**src/rtl/core/rie_pkg.sv**
```systemverilog
// shared types and constants for the risc instruction execute unit
// no dependencies; used by every file in rtl/core
package rie_pkg;

  localparam int QUEUE_DEPTH = 2;
  localparam logic ITEM_PRELOAD = 1'b1;

  typedef enum logic [3:0] {
    OP_ADD  = 4'd0,
    OP_SUB  = 4'd1,
    OP_SLT  = 4'd2,
    OP_OR   = 4'd3,
    OP_NAND = 4'd4,
    OP_ADDI = 4'd5,
    OP_SLTI = 4'd6,
    OP_ORI  = 4'd7,
    OP_LUI  = 4'd8,
    OP_LW   = 4'd9,
    OP_SW   = 4'd10,
    OP_BEQ  = 4'd11,
    OP_JALR = 4'd12,
    OP_J    = 4'd13,
    OP_HALT = 4'd14,
    OP_ILL  = 4'd15
  } op_t;

  typedef enum logic [1:0] {
    B_CLEAR,
    B_IDLE,
    B_EXEC,
    B_LOAD
  } back_state_t;

  typedef struct packed {
    logic        opcode;
    logic [31:0] instruction_word;
    logic [6:0]  preload_address;
  } in_item_t;

  typedef struct packed {
    logic [15:0]        next_pc;
    logic               halted;
    logic               reg_write;
    logic [3:0]         write_index;
    logic signed [31:0] write_value;
    logic               mem_error;
    logic               illegal;
    logic [15:0]        used_mask;
  } out_item_t;

  // classified request handed from front to back
  typedef struct packed {
    logic        preload;
    op_t         op;
    logic [3:0]  rs;
    logic [3:0]  rt;
    logic [3:0]  rd;
    logic [15:0] imm;
    logic [31:0] simm;
    logic [31:0] word;
    logic [6:0]  pa;
  } decoded_t;

endpackage

```
**src/rtl/core/rie_queue.sv**
```systemverilog
// small first-in first-out queue of packed words
// depends on rie_pkg for its depth
module rie_queue #(
  parameter int WIDTH = 8
) (
  input  logic             clk,
  input  logic             rst,
  input  logic             push,
  input  logic [WIDTH-1:0] din,
  output logic             full,
  input  logic             pop,
  output logic [WIDTH-1:0] dout,
  output logic             empty
);

  localparam int PW = (rie_pkg::QUEUE_DEPTH > 1) ? $clog2(rie_pkg::QUEUE_DEPTH) : 1;
  localparam int CW = $clog2(rie_pkg::QUEUE_DEPTH + 1);
  localparam logic [PW-1:0] LAST_PTR = PW'(rie_pkg::QUEUE_DEPTH - 1);
  localparam logic [CW-1:0] FULL_CNT = CW'(rie_pkg::QUEUE_DEPTH);

  logic [WIDTH-1:0] mem [rie_pkg::QUEUE_DEPTH];
  logic [PW-1:0]    wr_ptr;
  logic [PW-1:0]    rd_ptr;
  logic [CW-1:0]    count;
  logic             do_push;
  logic             do_pop;

  assign full    = (count == FULL_CNT);
  assign empty   = (count == '0);
  assign do_push = push && !full;
  assign do_pop  = pop && !empty;
  assign dout    = mem[rd_ptr];

  always_ff @(posedge clk) begin
    if (do_push) begin
      mem[wr_ptr] <= din;
    end
  end

  always_ff @(posedge clk) begin
    if (rst) begin
      wr_ptr <= '0;
      rd_ptr <= '0;
      count  <= '0;
    end else begin
      if (do_push) begin
        wr_ptr <= (wr_ptr == LAST_PTR) ? '0 : wr_ptr + 1'b1;
      end
      if (do_pop) begin
        rd_ptr <= (rd_ptr == LAST_PTR) ? '0 : rd_ptr + 1'b1;
      end
      if (do_push && !do_pop) begin
        count <= count + 1'b1;
      end else if (do_pop && !do_push) begin
        count <= count - 1'b1;
      end
    end
  end

endmodule

```
**src/rtl/core/rie_front.sv**
```systemverilog
// front end: takes input items, splits out the instruction fields and
// queues them for the back end; depends on rie_pkg and rie_queue
module rie_front (
  input  logic               clk,
  input  logic               rst,
  input  logic               push,
  input  rie_pkg::in_item_t  instr,
  output logic               full,
  input  logic               clearing,
  input  logic               dec_pop,
  output rie_pkg::decoded_t  dec,
  output logic               dec_empty
);

  rie_pkg::decoded_t cls;
  logic              q_full;
  logic              q_push;
  logic [$bits(rie_pkg::decoded_t)-1:0] q_out;

  always_comb begin
    cls.preload = (instr.opcode == rie_pkg::ITEM_PRELOAD);
    cls.op      = rie_pkg::op_t'(instr.instruction_word[27:24]);
    cls.rs      = instr.instruction_word[23:20];
    cls.rt      = instr.instruction_word[19:16];
    cls.rd      = instr.instruction_word[15:12];
    cls.imm     = instr.instruction_word[15:0];
    cls.simm    = {{16{instr.instruction_word[15]}}, instr.instruction_word[15:0]};
    cls.word    = instr.instruction_word;
    cls.pa      = instr.preload_address;
  end

  // hold off the source while data memory is still being cleared
  assign full   = q_full || clearing;
  assign q_push = push && !full;

  rie_queue #(
    .WIDTH($bits(rie_pkg::decoded_t))
  ) u_dec_q (
    .clk   (clk),
    .rst   (rst),
    .push  (q_push),
    .din   (cls),
    .full  (q_full),
    .pop   (dec_pop),
    .dout  (q_out),
    .empty (dec_empty)
  );

  assign dec = rie_pkg::decoded_t'(q_out);

endmodule

```
**src/rtl/core/rie_back.sv**
```systemverilog
// back end: register file, data memory, pc and flags; runs one request
// at a time and pushes its result; depends on rie_pkg
module rie_back #(
  parameter int DATA_DEPTH = 128
) (
  input  logic                clk,
  input  logic                rst,
  input  rie_pkg::decoded_t   dec,
  input  logic                dec_empty,
  output logic                dec_pop,
  output logic                clearing,
  output rie_pkg::out_item_t  res,
  output logic                out_push,
  input  logic                out_full
);

  localparam int AW = (DATA_DEPTH > 1) ? $clog2(DATA_DEPTH) : 1;
  localparam logic [AW-1:0] LAST_ADDR = AW'(DATA_DEPTH - 1);
  localparam logic [31:0]   DEPTH32   = 32'(DATA_DEPTH);

  function automatic logic [15:0] onehot(input logic [3:0] idx);
    logic [15:0] v;
    v = '0;
    v[idx] = 1'b1;
    return v;
  endfunction

  rie_pkg::back_state_t state;
  rie_pkg::back_state_t state_next;
  rie_pkg::decoded_t    item;

  logic [AW-1:0] clr_cnt;
  logic [AW-1:0] clr_cnt_next;
  logic [15:0]   pc;
  logic [15:0]   pc_next;
  logic          halt_flag;
  logic          halt_flag_next;
  logic [15:0]   used;
  logic [15:0]   used_next;
  logic [15:0]   rf_valid;

  logic [31:0] rf [16];
  logic [31:0] rf_a;
  logic [31:0] rf_b;
  logic        va;
  logic        vb;
  logic        rf_we;
  logic [3:0]  rf_widx;
  logic [31:0] rf_wdata;

  logic [31:0]   dmem [DATA_DEPTH];
  logic [31:0]   mem_rdata;
  logic          mem_we;
  logic [AW-1:0] mem_waddr;
  logic [31:0]   mem_wdata;

  logic [31:0] a;
  logic [31:0] b;
  logic [31:0] addend;
  logic [31:0] sum;
  logic        lt_ab;
  logic        lt_ai;
  logic        addr_ok;
  logic        pre_ok;
  logic [15:0] npc_inc;
  logic [15:0] marks_st;

  assign clearing = (state == rie_pkg::B_CLEAR);

  // operands: an entry never written reads as zero
  assign a = va ? rf_a : '0;
  assign b = vb ? rf_b : '0;

  always_comb begin
    priority case (item.op)
      rie_pkg::OP_ADD: addend = b;
      rie_pkg::OP_SUB: addend = ~b;
      default:         addend = item.simm;
    endcase
  end

  assign sum      = a + addend + {31'b0, (item.op == rie_pkg::OP_SUB)};
  assign lt_ab    = ($signed(a) < $signed(b));
  assign lt_ai    = ($signed(a) < $signed(item.simm));
  assign addr_ok  = (sum < DEPTH32);
  assign pre_ok   = (32'(item.pa) < DEPTH32);
  assign npc_inc  = pc + 16'd1;
  assign marks_st = used | onehot(item.rs) | onehot(item.rt);

  always_comb begin
    logic        wr;
    logic [3:0]  widx;
    logic [31:0] wval;
    logic [15:0] npc;
    logic        merr;
    logic        ill;
    logic        hlt;
    logic [15:0] un;

    state_next     = state;
    clr_cnt_next   = clr_cnt;
    dec_pop        = 1'b0;
    mem_we         = 1'b0;
    mem_waddr      = clr_cnt;
    mem_wdata      = '0;
    rf_we          = 1'b0;
    rf_widx        = item.rt;
    rf_wdata       = '0;
    pc_next        = pc;
    halt_flag_next = halt_flag;
    used_next      = used;
    out_push       = 1'b0;
    res            = '0;
    res.next_pc    = pc;
    res.halted     = halt_flag;
    res.used_mask  = used;

    wr   = 1'b0;
    widx = '0;
    wval = '0;
    npc  = npc_inc;
    merr = 1'b0;
    ill  = 1'b0;
    hlt  = halt_flag;
    un   = used;

    unique case (state)
      rie_pkg::B_CLEAR: begin
        mem_we = 1'b1;
        if (clr_cnt == LAST_ADDR) begin
          state_next = rie_pkg::B_IDLE;
        end else begin
          clr_cnt_next = clr_cnt + 1'b1;
        end
      end

      rie_pkg::B_IDLE: begin
        if (!dec_empty && !out_full) begin
          dec_pop    = 1'b1;
          state_next = rie_pkg::B_EXEC;
        end
      end

      rie_pkg::B_EXEC: begin
        state_next = rie_pkg::B_IDLE;
        if (item.preload) begin
          if (pre_ok) begin
            mem_we    = 1'b1;
            mem_waddr = AW'(item.pa);
            mem_wdata = item.word;
          end
          res.mem_error = !pre_ok;
          out_push      = 1'b1;
        end else if (halt_flag) begin
          out_push = 1'b1;
        end else begin
          unique case (item.op)
            rie_pkg::OP_ADD, rie_pkg::OP_SUB: begin
              wr = 1'b1; widx = item.rd; wval = sum;
              un = marks_st | onehot(item.rd);
            end
            rie_pkg::OP_SLT: begin
              wr = 1'b1; widx = item.rd; wval = {31'b0, lt_ab};
              un = marks_st | onehot(item.rd);
            end
            rie_pkg::OP_OR: begin
              wr = 1'b1; widx = item.rd; wval = a | b;
              un = marks_st | onehot(item.rd);
            end
            rie_pkg::OP_NAND: begin
              wr = 1'b1; widx = item.rd; wval = ~(a & b);
              un = marks_st | onehot(item.rd);
            end
            rie_pkg::OP_ADDI: begin
              wr = 1'b1; widx = item.rt; wval = sum; un = marks_st;
            end
            rie_pkg::OP_SLTI: begin
              wr = 1'b1; widx = item.rt; wval = {31'b0, lt_ai}; un = marks_st;
            end
            rie_pkg::OP_ORI: begin
              wr = 1'b1; widx = item.rt; wval = a | {16'b0, item.imm}; un = marks_st;
            end
            rie_pkg::OP_LUI: begin
              wr = 1'b1; widx = item.rt; wval = {item.imm, 16'b0};
              un = used | onehot(item.rt);
            end
            rie_pkg::OP_LW: begin
              // in range: finish once the memory word is back
              if (addr_ok) begin
                state_next = rie_pkg::B_LOAD;
              end else begin
                merr = 1'b1;
              end
              un = marks_st;
            end
            rie_pkg::OP_SW: begin
              if (addr_ok) begin
                mem_we    = 1'b1;
                mem_waddr = sum[AW-1:0];
                mem_wdata = b;
              end else begin
                merr = 1'b1;
              end
              un = marks_st;
            end
            rie_pkg::OP_BEQ: begin
              if (a == b) begin
                npc = 16'(pc + item.imm + 16'd1);
              end
              un = marks_st;
            end
            rie_pkg::OP_JALR: begin
              wr = 1'b1; widx = item.rt; wval = {16'b0, npc_inc};
              // link is written first, so rs equal to rt sees the link value
              npc = (item.rs == item.rt) ? npc_inc : a[15:0];
              un = marks_st;
            end
            rie_pkg::OP_J: begin
              npc = item.imm;
            end
            rie_pkg::OP_HALT: begin
              hlt = 1'b1;
            end
            rie_pkg::OP_ILL: begin
              ill = 1'b1;
              npc = pc;
            end
          endcase

          if (state_next != rie_pkg::B_LOAD) begin
            rf_we           = wr;
            rf_widx         = widx;
            rf_wdata        = wval;
            pc_next         = npc;
            halt_flag_next  = hlt;
            used_next       = un;
            out_push        = 1'b1;
            res.next_pc     = npc;
            res.halted      = hlt;
            res.reg_write   = wr;
            res.write_index = widx;
            res.write_value = $signed(wval);
            res.mem_error   = merr;
            res.illegal     = ill;
            res.used_mask   = un;
          end
        end
      end

      rie_pkg::B_LOAD: begin
        state_next      = rie_pkg::B_IDLE;
        rf_we           = 1'b1;
        rf_widx         = item.rt;
        rf_wdata        = mem_rdata;
        pc_next         = npc_inc;
        used_next       = marks_st;
        out_push        = 1'b1;
        res.next_pc     = npc_inc;
        res.reg_write   = 1'b1;
        res.write_index = item.rt;
        res.write_value = $signed(mem_rdata);
        res.used_mask   = marks_st;
      end
    endcase
  end

  always_ff @(posedge clk) begin
    if (dec_pop) begin
      item <= dec;
    end
  end

  // register file, read at the queue head while idle
  always_ff @(posedge clk) begin
    if (rf_we) begin
      rf[rf_widx] <= rf_wdata;
    end
    rf_a <= rf[dec.rs];
    rf_b <= rf[dec.rt];
    va   <= rf_valid[dec.rs];
    vb   <= rf_valid[dec.rt];
  end

  // data memory, one write and one registered read port
  always_ff @(posedge clk) begin
    if (mem_we) begin
      dmem[mem_waddr] <= mem_wdata;
    end
    mem_rdata <= dmem[sum[AW-1:0]];
  end

  always_ff @(posedge clk) begin
    if (rst) begin
      state     <= rie_pkg::B_CLEAR;
      clr_cnt   <= '0;
      pc        <= '0;
      halt_flag <= 1'b0;
      used      <= '0;
      rf_valid  <= '0;
    end else begin
      state     <= state_next;
      clr_cnt   <= clr_cnt_next;
      pc        <= pc_next;
      halt_flag <= halt_flag_next;
      used      <= used_next;
      if (rf_we) begin
        rf_valid[rf_widx] <= 1'b1;
      end
    end
  end

  a_push_room: assert property (@(posedge clk) disable iff (rst)
    out_push |-> !out_full)
    else $error("result pushed into a full queue");

  a_no_pop_clear: assert property (@(posedge clk) disable iff (rst)
    (state == rie_pkg::B_CLEAR) |-> !dec_pop)
    else $error("request taken during memory clear");

  a_halt_sticky: assert property (@(posedge clk) disable iff (rst)
    halt_flag |=> halt_flag)
    else $error("halt flag dropped");

  a_load_done: assert property (@(posedge clk) disable iff (rst)
    (state == rie_pkg::B_LOAD) |=> (state == rie_pkg::B_IDLE))
    else $error("load did not complete");

  a_rf_write_state: assert property (@(posedge clk) disable iff (rst)
    rf_we |-> ((state == rie_pkg::B_EXEC) || (state == rie_pkg::B_LOAD)))
    else $error("register write outside execute");

endmodule

```
**src/rtl/core/risc_instruction_execute_unit.sv**
```systemverilog
// top level: front end, back end and result queue of the execute unit
// depends on rie_pkg, rie_queue, rie_front and rie_back
// an accepted item waits in the front queue; the back end pops it in idle,
// reads its registers and pushes the result in execute, or in the load state
// after the memory read for an in-range lw; no new item is taken until idle
// again, nor while the result queue is full; reset: rst sweeps data memory
// to zero with full high; registers, pc, halt flag, used mask zero at once
module risc_instruction_execute_unit #(
  parameter int DATA_DEPTH = 128
) (
  input  logic               clk,
  input  logic               rst,
  input  logic               push,
  input  rie_pkg::in_item_t  instr,
  output logic               full,
  input  logic               pop,
  output rie_pkg::out_item_t result,
  output logic               empty
);

  rie_pkg::decoded_t  dec;
  rie_pkg::out_item_t res;
  logic               dec_empty;
  logic               dec_pop;
  logic               clearing;
  logic               out_push;
  logic               out_full;
  logic [$bits(rie_pkg::out_item_t)-1:0] out_word;

  rie_front u_front (
    .clk       (clk),
    .rst       (rst),
    .push      (push),
    .instr     (instr),
    .full      (full),
    .clearing  (clearing),
    .dec_pop   (dec_pop),
    .dec       (dec),
    .dec_empty (dec_empty)
  );

  rie_back #(
    .DATA_DEPTH(DATA_DEPTH)
  ) u_back (
    .clk       (clk),
    .rst       (rst),
    .dec       (dec),
    .dec_empty (dec_empty),
    .dec_pop   (dec_pop),
    .clearing  (clearing),
    .res       (res),
    .out_push  (out_push),
    .out_full  (out_full)
  );

  rie_queue #(
    .WIDTH($bits(rie_pkg::out_item_t))
  ) u_res_q (
    .clk   (clk),
    .rst   (rst),
    .push  (out_push),
    .din   (res),
    .full  (out_full),
    .pop   (pop),
    .dout  (out_word),
    .empty (empty)
  );

  assign result = rie_pkg::out_item_t'(out_word);

endmodule
```
**config.mk**
```make
export PLATFORM = sky130hd
export DESIGN_NAME = risc_instruction_execute_unit
export DESIGN_NICKNAME = d
export VERILOG_FILES = /design/src/rtl/core/rie_pkg.sv /design/src/rtl/core/rie_queue.sv /design/src/rtl/core/rie_front.sv /design/src/rtl/core/rie_back.sv /design/src/rtl/core/risc_instruction_execute_unit.sv
export SDC_FILE = /design/constraint.sdc
export NUM_CORES = 2
export LEC_CHECK = 0
export ABC_AREA = 0
export BUFFER_PORTS_ARGS = -buffer_cell sky130_fd_sc_hd__buf_2
export CAP_MARGIN = 20
export CORE_ASPECT_RATIO = 2
export CORE_UTILIZATION = 50
export DETAILED_ROUTE_END_ITERATION = 8
export PLACE_DENSITY = 0.73
export SYNTH_ARGS = -nofsm -noshare
export SYNTH_HDL_FRONTEND = slang
export SYNTH_HIERARCHICAL = 1
export SYNTH_MEMORY_MAX_BITS = 65536
export SYNTH_SLANG_ARGS = --single-unit
```
**constraint.sdc**
```tcl
create_clock -name clk -period 19.1 [get_ports clk]
set_clock_uncertainty 0.1 [all_clocks]
set_input_delay 2.865 -clock clk [delete_from_list [all_inputs] [get_ports clk]]
set_output_delay 2.865 -clock clk [all_outputs]
set_load 0.02 [all_outputs]
```
* Word level (Yosys, flattened, before mapping) *
Memory sizes are Yosys's and may differ from the RTL's. A register that Yosys moved wholly into a read port is not among the register bits.
Index checks and enable logic that the tools add are counted.

cells by class
  add/sub/neg operators = 14
  order comparisons = 13
  eq/ne operators = 29
  mux-type cells = 109
  bitwise operators = 12
  reduce and logical (&&, ||, !) cells = 41

operators with widths
  cell                   number
  $mux 32                10
  $pmux 32 s8            1
  $mux 72                2
  $mux 16                8
  $pmux 16 s2            4
  $pmux 32 s2            2
  $or 16x16->16          5
  $pmux 37 s2            1
  $lt 32x32->1           2
  $not 32->32            2
  $pmux 16 s4            1
  $mux 54                1
  $pmux 16 s3            1
  $mux 1                 43
  $mux 7                 5
  $add 16x1->16 const B  2
  $add 32x1->32          1
  $add 32x32->32         1
  $and 32x32->32         1
  $eq 32x32->1           1
  $eq 4x4->1 const B     8
  $lt 32x8->1 const B    1
  $or 32x16->32          1
  $or 32x32->32          1
  other kinds (38)       113

storage, ports and cells
  bits in registers = 172
  bits in writable memories = 4960
  output and inout port bits = 74
  word-level logic and storage cells = 245
  memories = 4

memory list
  memory               words  bits a word  read ports  clocked after memory_dff  wr ports  line             source
  u_back.dmem          128    32           1           1                         1         rie_back.sv:51   logic [31:0] dmem [DATA_DEPTH];
  u_back.rf            16     32           2           2                         1         rie_back.sv:42   logic [31:0] rf [16];
  u_front.u_dec_q.mem  2      104          1           1                         1         rie_queue.sv:21  logic [WIDTH-1:0] mem [rie_pkg::QUEUE_DEPTH];
  u_res_q.mem          2      72           1           1                         1         rie_queue.sv:21

* Depth between registers and ports, before layout *
  depth after elaboration = 21
  mapped depth = 26

* Cells and area by module *
The synthesis kept the hierarchy.

by module, submodules not included
  module                        instances  cells each  area an instance (um2)  seq. area each (um2)
  rie_back                      1          10551       199060.9                144618.7
  rie_queue at u_front.u_dec_q  1          349         7973.9                  6346.1
  rie_queue at u_res_q          1          249         5397.7                  4424.2
  rie_front                     1          2           13.8                    0.0

* Worst setup path after synthesis *
No wires, ideal clock.

  path kind = reg-to-reg
  start = register u_back/item[101] (netlist name)
  end = memory u_back.dmem[0][10] (data pin)
  data arrival time = 9.946 ns
  required time = 17.803 ns
  setup slack = 7.857 ns
  cell stages (with the launch flop) = 20
  buffers on the path = 4
  period minus slack after synthesis = 11.243 ns
  path through = edfxtp_1 -> buf_6 -> nor4b_1 -> clkbuf_1 -> a221o_1 -> fa_1 -> inv_1 -> fa_1 -> nand2b_1 -> a21o_1 -> a21boi_2 -> o41ai_4 -> o21a_2 -> xnor2_1 -> or4b_4 -> nor4_4 -> nand3_2 -> buf_1 -> clkbuf_1 -> o21ai_0

between the ends
  word-level cells in the longest chain between the ends = 10
  elaborated cells on any way between the ends = 12

RTL lines
  element                                        line                            source
  start: declaration                             rie_back.sv:30                  rie_pkg::decoded_t item;
  start signal: assignment                       rie_back.sv:269                 item <= dec;
  $eq 4x1->1 or $logic_not 4->1 (tied branches)  rie_back.sv:75, rie_back.sv:82
  $pmux 32 s2                                    rie_back.sv:75                  priority case (item.op)
  $add 32x32->32                                 rie_back.sv:82                  assign sum = a + addend + {31'b0, (item.op == rie_pkg::OP_SUB)};
  $add 32x1->32                                  rie_back.sv:82
  $lt 32x8->1                                    rie_back.sv:85                  assign addr_ok = (sum < DEPTH32);
  $mux 32                                        rie_back.sv:197                 if (addr_ok) begin
  $mux 32 *                                      rie_back.sv:157                 unique case (item.op)
  $mux 32 *                                      rie_back.sv:154                 end else if (halt_flag) begin
  $mux 32 *                                      rie_back.sv:146                 if (item.preload) begin
  $mux 32 *                                      rie_back.sv:127                 unique case (state)
  net u_back.mem_wdata[10]                       rie_back.sv:55                  logic [31:0] mem_wdata;
  end: declaration                               rie_back.sv:51

Mark *: on every way through the listed nets, which the timed path passes. The rest lies on a longest branch.

* Worst setup path in the final report *
  start = register u_back/item[101] (netlist name)
  end = memory u_back.dmem[124][21], enable pin

between the ends
  word-level cells in the longest chain between the ends = 12
  elaborated cells on any way between the ends = 19

RTL lines
  element                                        line                            source
  $eq 4x1->1 or $logic_not 4->1 (tied branches)  rie_back.sv:75, rie_back.sv:82
  $pmux 32 s2                                    rie_back.sv:75
  $add 32x32->32                                 rie_back.sv:82
  $add 32x1->32                                  rie_back.sv:82
  $lt 32x8->1                                    rie_back.sv:85
  $mux 1                                         rie_back.sv:197
  $mux 1                                         rie_back.sv:157
  $mux 1                                         rie_back.sv:154
  $mux 1                                         rie_back.sv:146
  $pmux 1 s2                                     rie_back.sv:127
  $mux 1                                         rie_back.sv:286                 if (mem_we) begin
  $mux 1 (not written as such)                   rie_back.sv:287                 dmem[mem_waddr] <= mem_wdata;

Several ways; a longest one is shown, not always the timed one.

==> metrics.cfg <==
[cts]
cts-resized-gates=0
post-cts-setup-buffers=0
clkTransAtPathRegs_ps=70
tritoncts.num_buffers=418
cts.htree.levels=5
cts-root-buf=clkbuf_16
postCtsHoldBufs=0
clock_path_buffers=4
clock-sinks=5230
cts_tree=built
clock_latency_ps=1020

[global_routing]
grt-ovfl-total=0
grt_pass1_vias=116000
grt_pass1_wl_um=931000
antenna_found_initial=95
grt_max_degree=140
grt_usage_pct=31.6

[worst_setup_path]
r2r_end=u_back/dmem[124][21]$_DFFE_PP_
path_max_fanout=34
worstSetupPathType=flip-flop to flip-flop
critPathArrivalTime_ps=11830
reg2reg_depth=19
critPathRequiredTime_ps=19610
worstSetupEndpointType=flip-flop
rr_startpoint=u_back/item[101]$_DFFE_PP_
startpoint_type=flip-flop
r2r_slack_ps=7780

[placement]
gp_congestion=1.09
port_buffers=117
place_area_um2=222000
dp_hpwl_um=434000
place_ws_ps=8150

[hold_path]
hp-start=u_back/rf_valid[9]$_SDFFE_PP0P_
min_to=u_back/rf_valid[9]$_SDFFE_PP0P_
hold_path_class=flip-flop to flip-flop
hold_path_depth=2

[synth]
syn_inst=11200
synth_cell_types=110
synth_edf_count=5064
synth_fa_ha_area_share_pct=1.09
ys.warnings.count=6
ys_seq_area_share_pct=73.1
synth_xor_area_share_pct=0.280
synth-simple-area-share_pct=4.39
yosys-mux-area-fraction_pct=15.9
synth_compound_area_share_pct=3.63
synth_top_family_by_area=multiplexers
synth.avg_cell_area_um2=19.1
syn_nets=11400
ys_seq_elements=5230
async_reset_ff_share_pct=0
synth_flop_cell=edfxtp_1
netlist_area_um2=212000

[flow_run]
drv_cap=0

[drt]
drc_errors=0
drt_first_pass_iters=6
finalWirelength_um=679000
vias=117000
wl_per_cell_um=38.7
via_per_inst=6.65
ant_nets=0
drtIter0Drc=15800

[sta]
relSlewSlack_pct=11.3
setup_tns_ps=0
grt_setup_unrepaired=no
period_minus_slack_ps=11320
tightest_slew_ps=1330
hold_viol=0
post-route-period-util_pct=59.3
slew_viol_final=0
finalSetupViolCount=0
fmax_mhz=88.3
setup_ws_ps=7780

[cells_and_area]
drive_above_1_share_pct=25.9
fill_cells=30700
final_nets=11600
final_cell_area_um2=238000
syn2layout_area_growth_pct=11.9

[die]
start_util_pct=50.2
rows=338
die-area_um2=428000
core_area_um2=423000
die_h_um=924
num_io_pins=118
die_x_um=463

[power]
power_mw=22.6
powerDensity_nw_per_um2=95.1
leakage_nw=78.0
max-vdd-ir-drop_mv=0.0978

[run_status]
status=completed

Yosys cell counts (20+ instances only):
| master | number | area, um^2 |
|---|---|---|
| buf_1 | 162 | 608 |
| a221o_1 | 37 | 370 |
| nand2_1 | 1276 | 4790 |
| ha_1 | 181 | 2260 |
| edfxtp_1 | 5064 | 152000 |
| a311oi_1 | 127 | 1110 |
| a21oi_1 | 296 | 1480 |
| mux2_4 | 60 | 901 |
| nand4_1 | 23 | 144 |
| dfxtp_1 | 166 | 3320 |
| o211ai_1 | 32 | 240 |
| o22ai_1 | 39 | 244 |
| a22o_1 | 23 | 201 |
| nand3_1 | 49 | 245 |
| mux2_2 | 120 | 1350 |
| buf_2 | 20 | 100 |
| nor2_1 | 309 | 1160 |
| xnor2_1 | 37 | 324 |
| o221ai_1 | 29 | 254 |
| a22oi_1 | 21 | 158 |
| a221oi_1 | 25 | 219 |
| mux4_2 | 1390 | 31300 |
| and3_1 | 256 | 1600 |
| a31oi_1 | 135 | 845 |
| nand2b_1 | 21 | 131 |
| a21o_1 | 30 | 225 |
| o21ai_0 | 213 | 1070 |
| clkbuf_1 | 454 | 1700 |
| inv_1 | 181 | 679 |
| nor3_1 | 27 | 135 |
| nor2b_1 | 20 | 125 |
| xor2_1 | 31 | 272 |
cell usage in the layout, fill, tap and decap left out, types with 62 or more instances in the layout:
master	instances
edfxtp_1	5064
clkinv_2	75
inv_1	179
mux2_2	114
a311oi_1	95
and3_1	256
diode_2	152
o21ai_0	165
clkinv_1	70
clkbuf_16	423
bufinv_16	63
mux4_2	1390
buf_4	304
nor2_1	174
nand2_1	1276
ha_1	180
a31oi_1	135
buf_2	117
a21oi_1	282
nor2_4	137
dfxtp_1	164
mux2_4	62
sequential cells by signal, indices dropped and copies added, names as in the netlist, 2 cells and up, named ones only:
| signal | cells |
|---|---|
| u_back/dmem | 4096 |
| u_back/rf | 512 |
| u_front/u_dec_q/mem | 208 |
| u_res_q/mem | 144 |
| u_back/item | 104 |
| u_back/mem_rdata | 32 |
| u_back/rf_a | 32 |
| u_back/rf_b | 32 |
| u_back/pc | 16 |
| u_back/rf_valid | 16 |
| u_back/used | 16 |
| u_back/clr_cnt | 7 |
| u_back/state | 2 |
| u_front/u_dec_q/count | 2 |
| u_res_q/count | 2 |
layout make-up:
type,count,area (um^2),area share [%]
Sequential cell,5230,155000,65.3
Clock inverter,275,3290,1.38
Antenna cell,152,380,0.160
Timing Repair Buffer,488,4170,1.75
Multi-Input combinational cell,5079,55800,23.5
Tap cell,5610,7020,2.95
Clock buffer,503,11100,4.66
Inverter,181,683,0.287
worst max-delay path by stage:
stage	from	end	slack, ps	cells after the start
floorplan	u_back/item[101]$_DFFE_PP_	u_back/dmem[0][10]$_DFFE_PP_	7860	19
detailed placement	u_back/item[101]$_DFFE_PP_	u_back/dmem[99][19]$_DFFE_PP_	8150	19
global placement	u_back/item[101]$_DFFE_PP_	u_back/dmem[44][20]$_DFFE_PP_	8150	19
global route	u_back/item[101]$_DFFE_PP_	u_back/dmem[124][1]$_DFFE_PP_	7790	19
finish	u_back/item[101]$_DFFE_PP_	u_back/dmem[124][21]$_DFFE_PP_	7780	19
CTS	u_back/item[101]$_DFFE_PP_	u_back/dmem[99][0]$_DFFE_PP_	8110	19
power by group:
part | internal, mW | switching (mW) | total, mW
Sequential | 12.5 | 0.0471 | 12.5
Combinational | 0.282 | 0.597 | 0.879
Clock | 5.03 | 4.15 | 9.18
metal layers:
layer,routed length (um),vias up,GRT usage [%]
met5,124,-,0
met4,85500,20,33.7
met3,54900,2054,5.50
met2,339000,7612,52.5
met1,199000,61000,32.6
li1,-,45900,-
logic make-up (layout without fill, tap and decap cells):
family          after synthesis  after routing
mux                        1588           1588
buf+inv                     842           1447
fa+ha+maj                   184            184
flops                      5230           5230
xor+xnor                     68             68
simple gates               2098           2098
other cells                   0            152
compound gates             1141           1141
critical path, stage by stage (launching register included):
cell and delay, ps:
edfxtp_1 710, or4_1 650, buf_4 330, nor2_1 200, a221o_1 170, fa_4 300
inv_1 80, fa_4 570, nand2b_1 240, a21oi_1 420, o211ai_1 360, and2_1 300
o211a_1 260, a2111oi_0 800, nand4_1 430, nor4_4 740, nand3_4 880, o21ai_0 970
nand3_1 1070, nor2_4 1240
stage by stage:
| step | hold WS (ps) | std cells | util (%) |
|---|---|---|---|
| 2_1_floorplan | 352 | 11200 | - |
| 3_3_place_gp | 369 | 16500 | 52.4 |
| 3_5_place_dp | 390 | 16500 | 52.5 |
| 4_1_cts | 399 | 17300 | 55.9 |
| 5_1_grt | 416 | 17500 | 56.1 |
| 6_report | 403 | 17500 | 56.2 |
(Power assumes the default switching activity.)
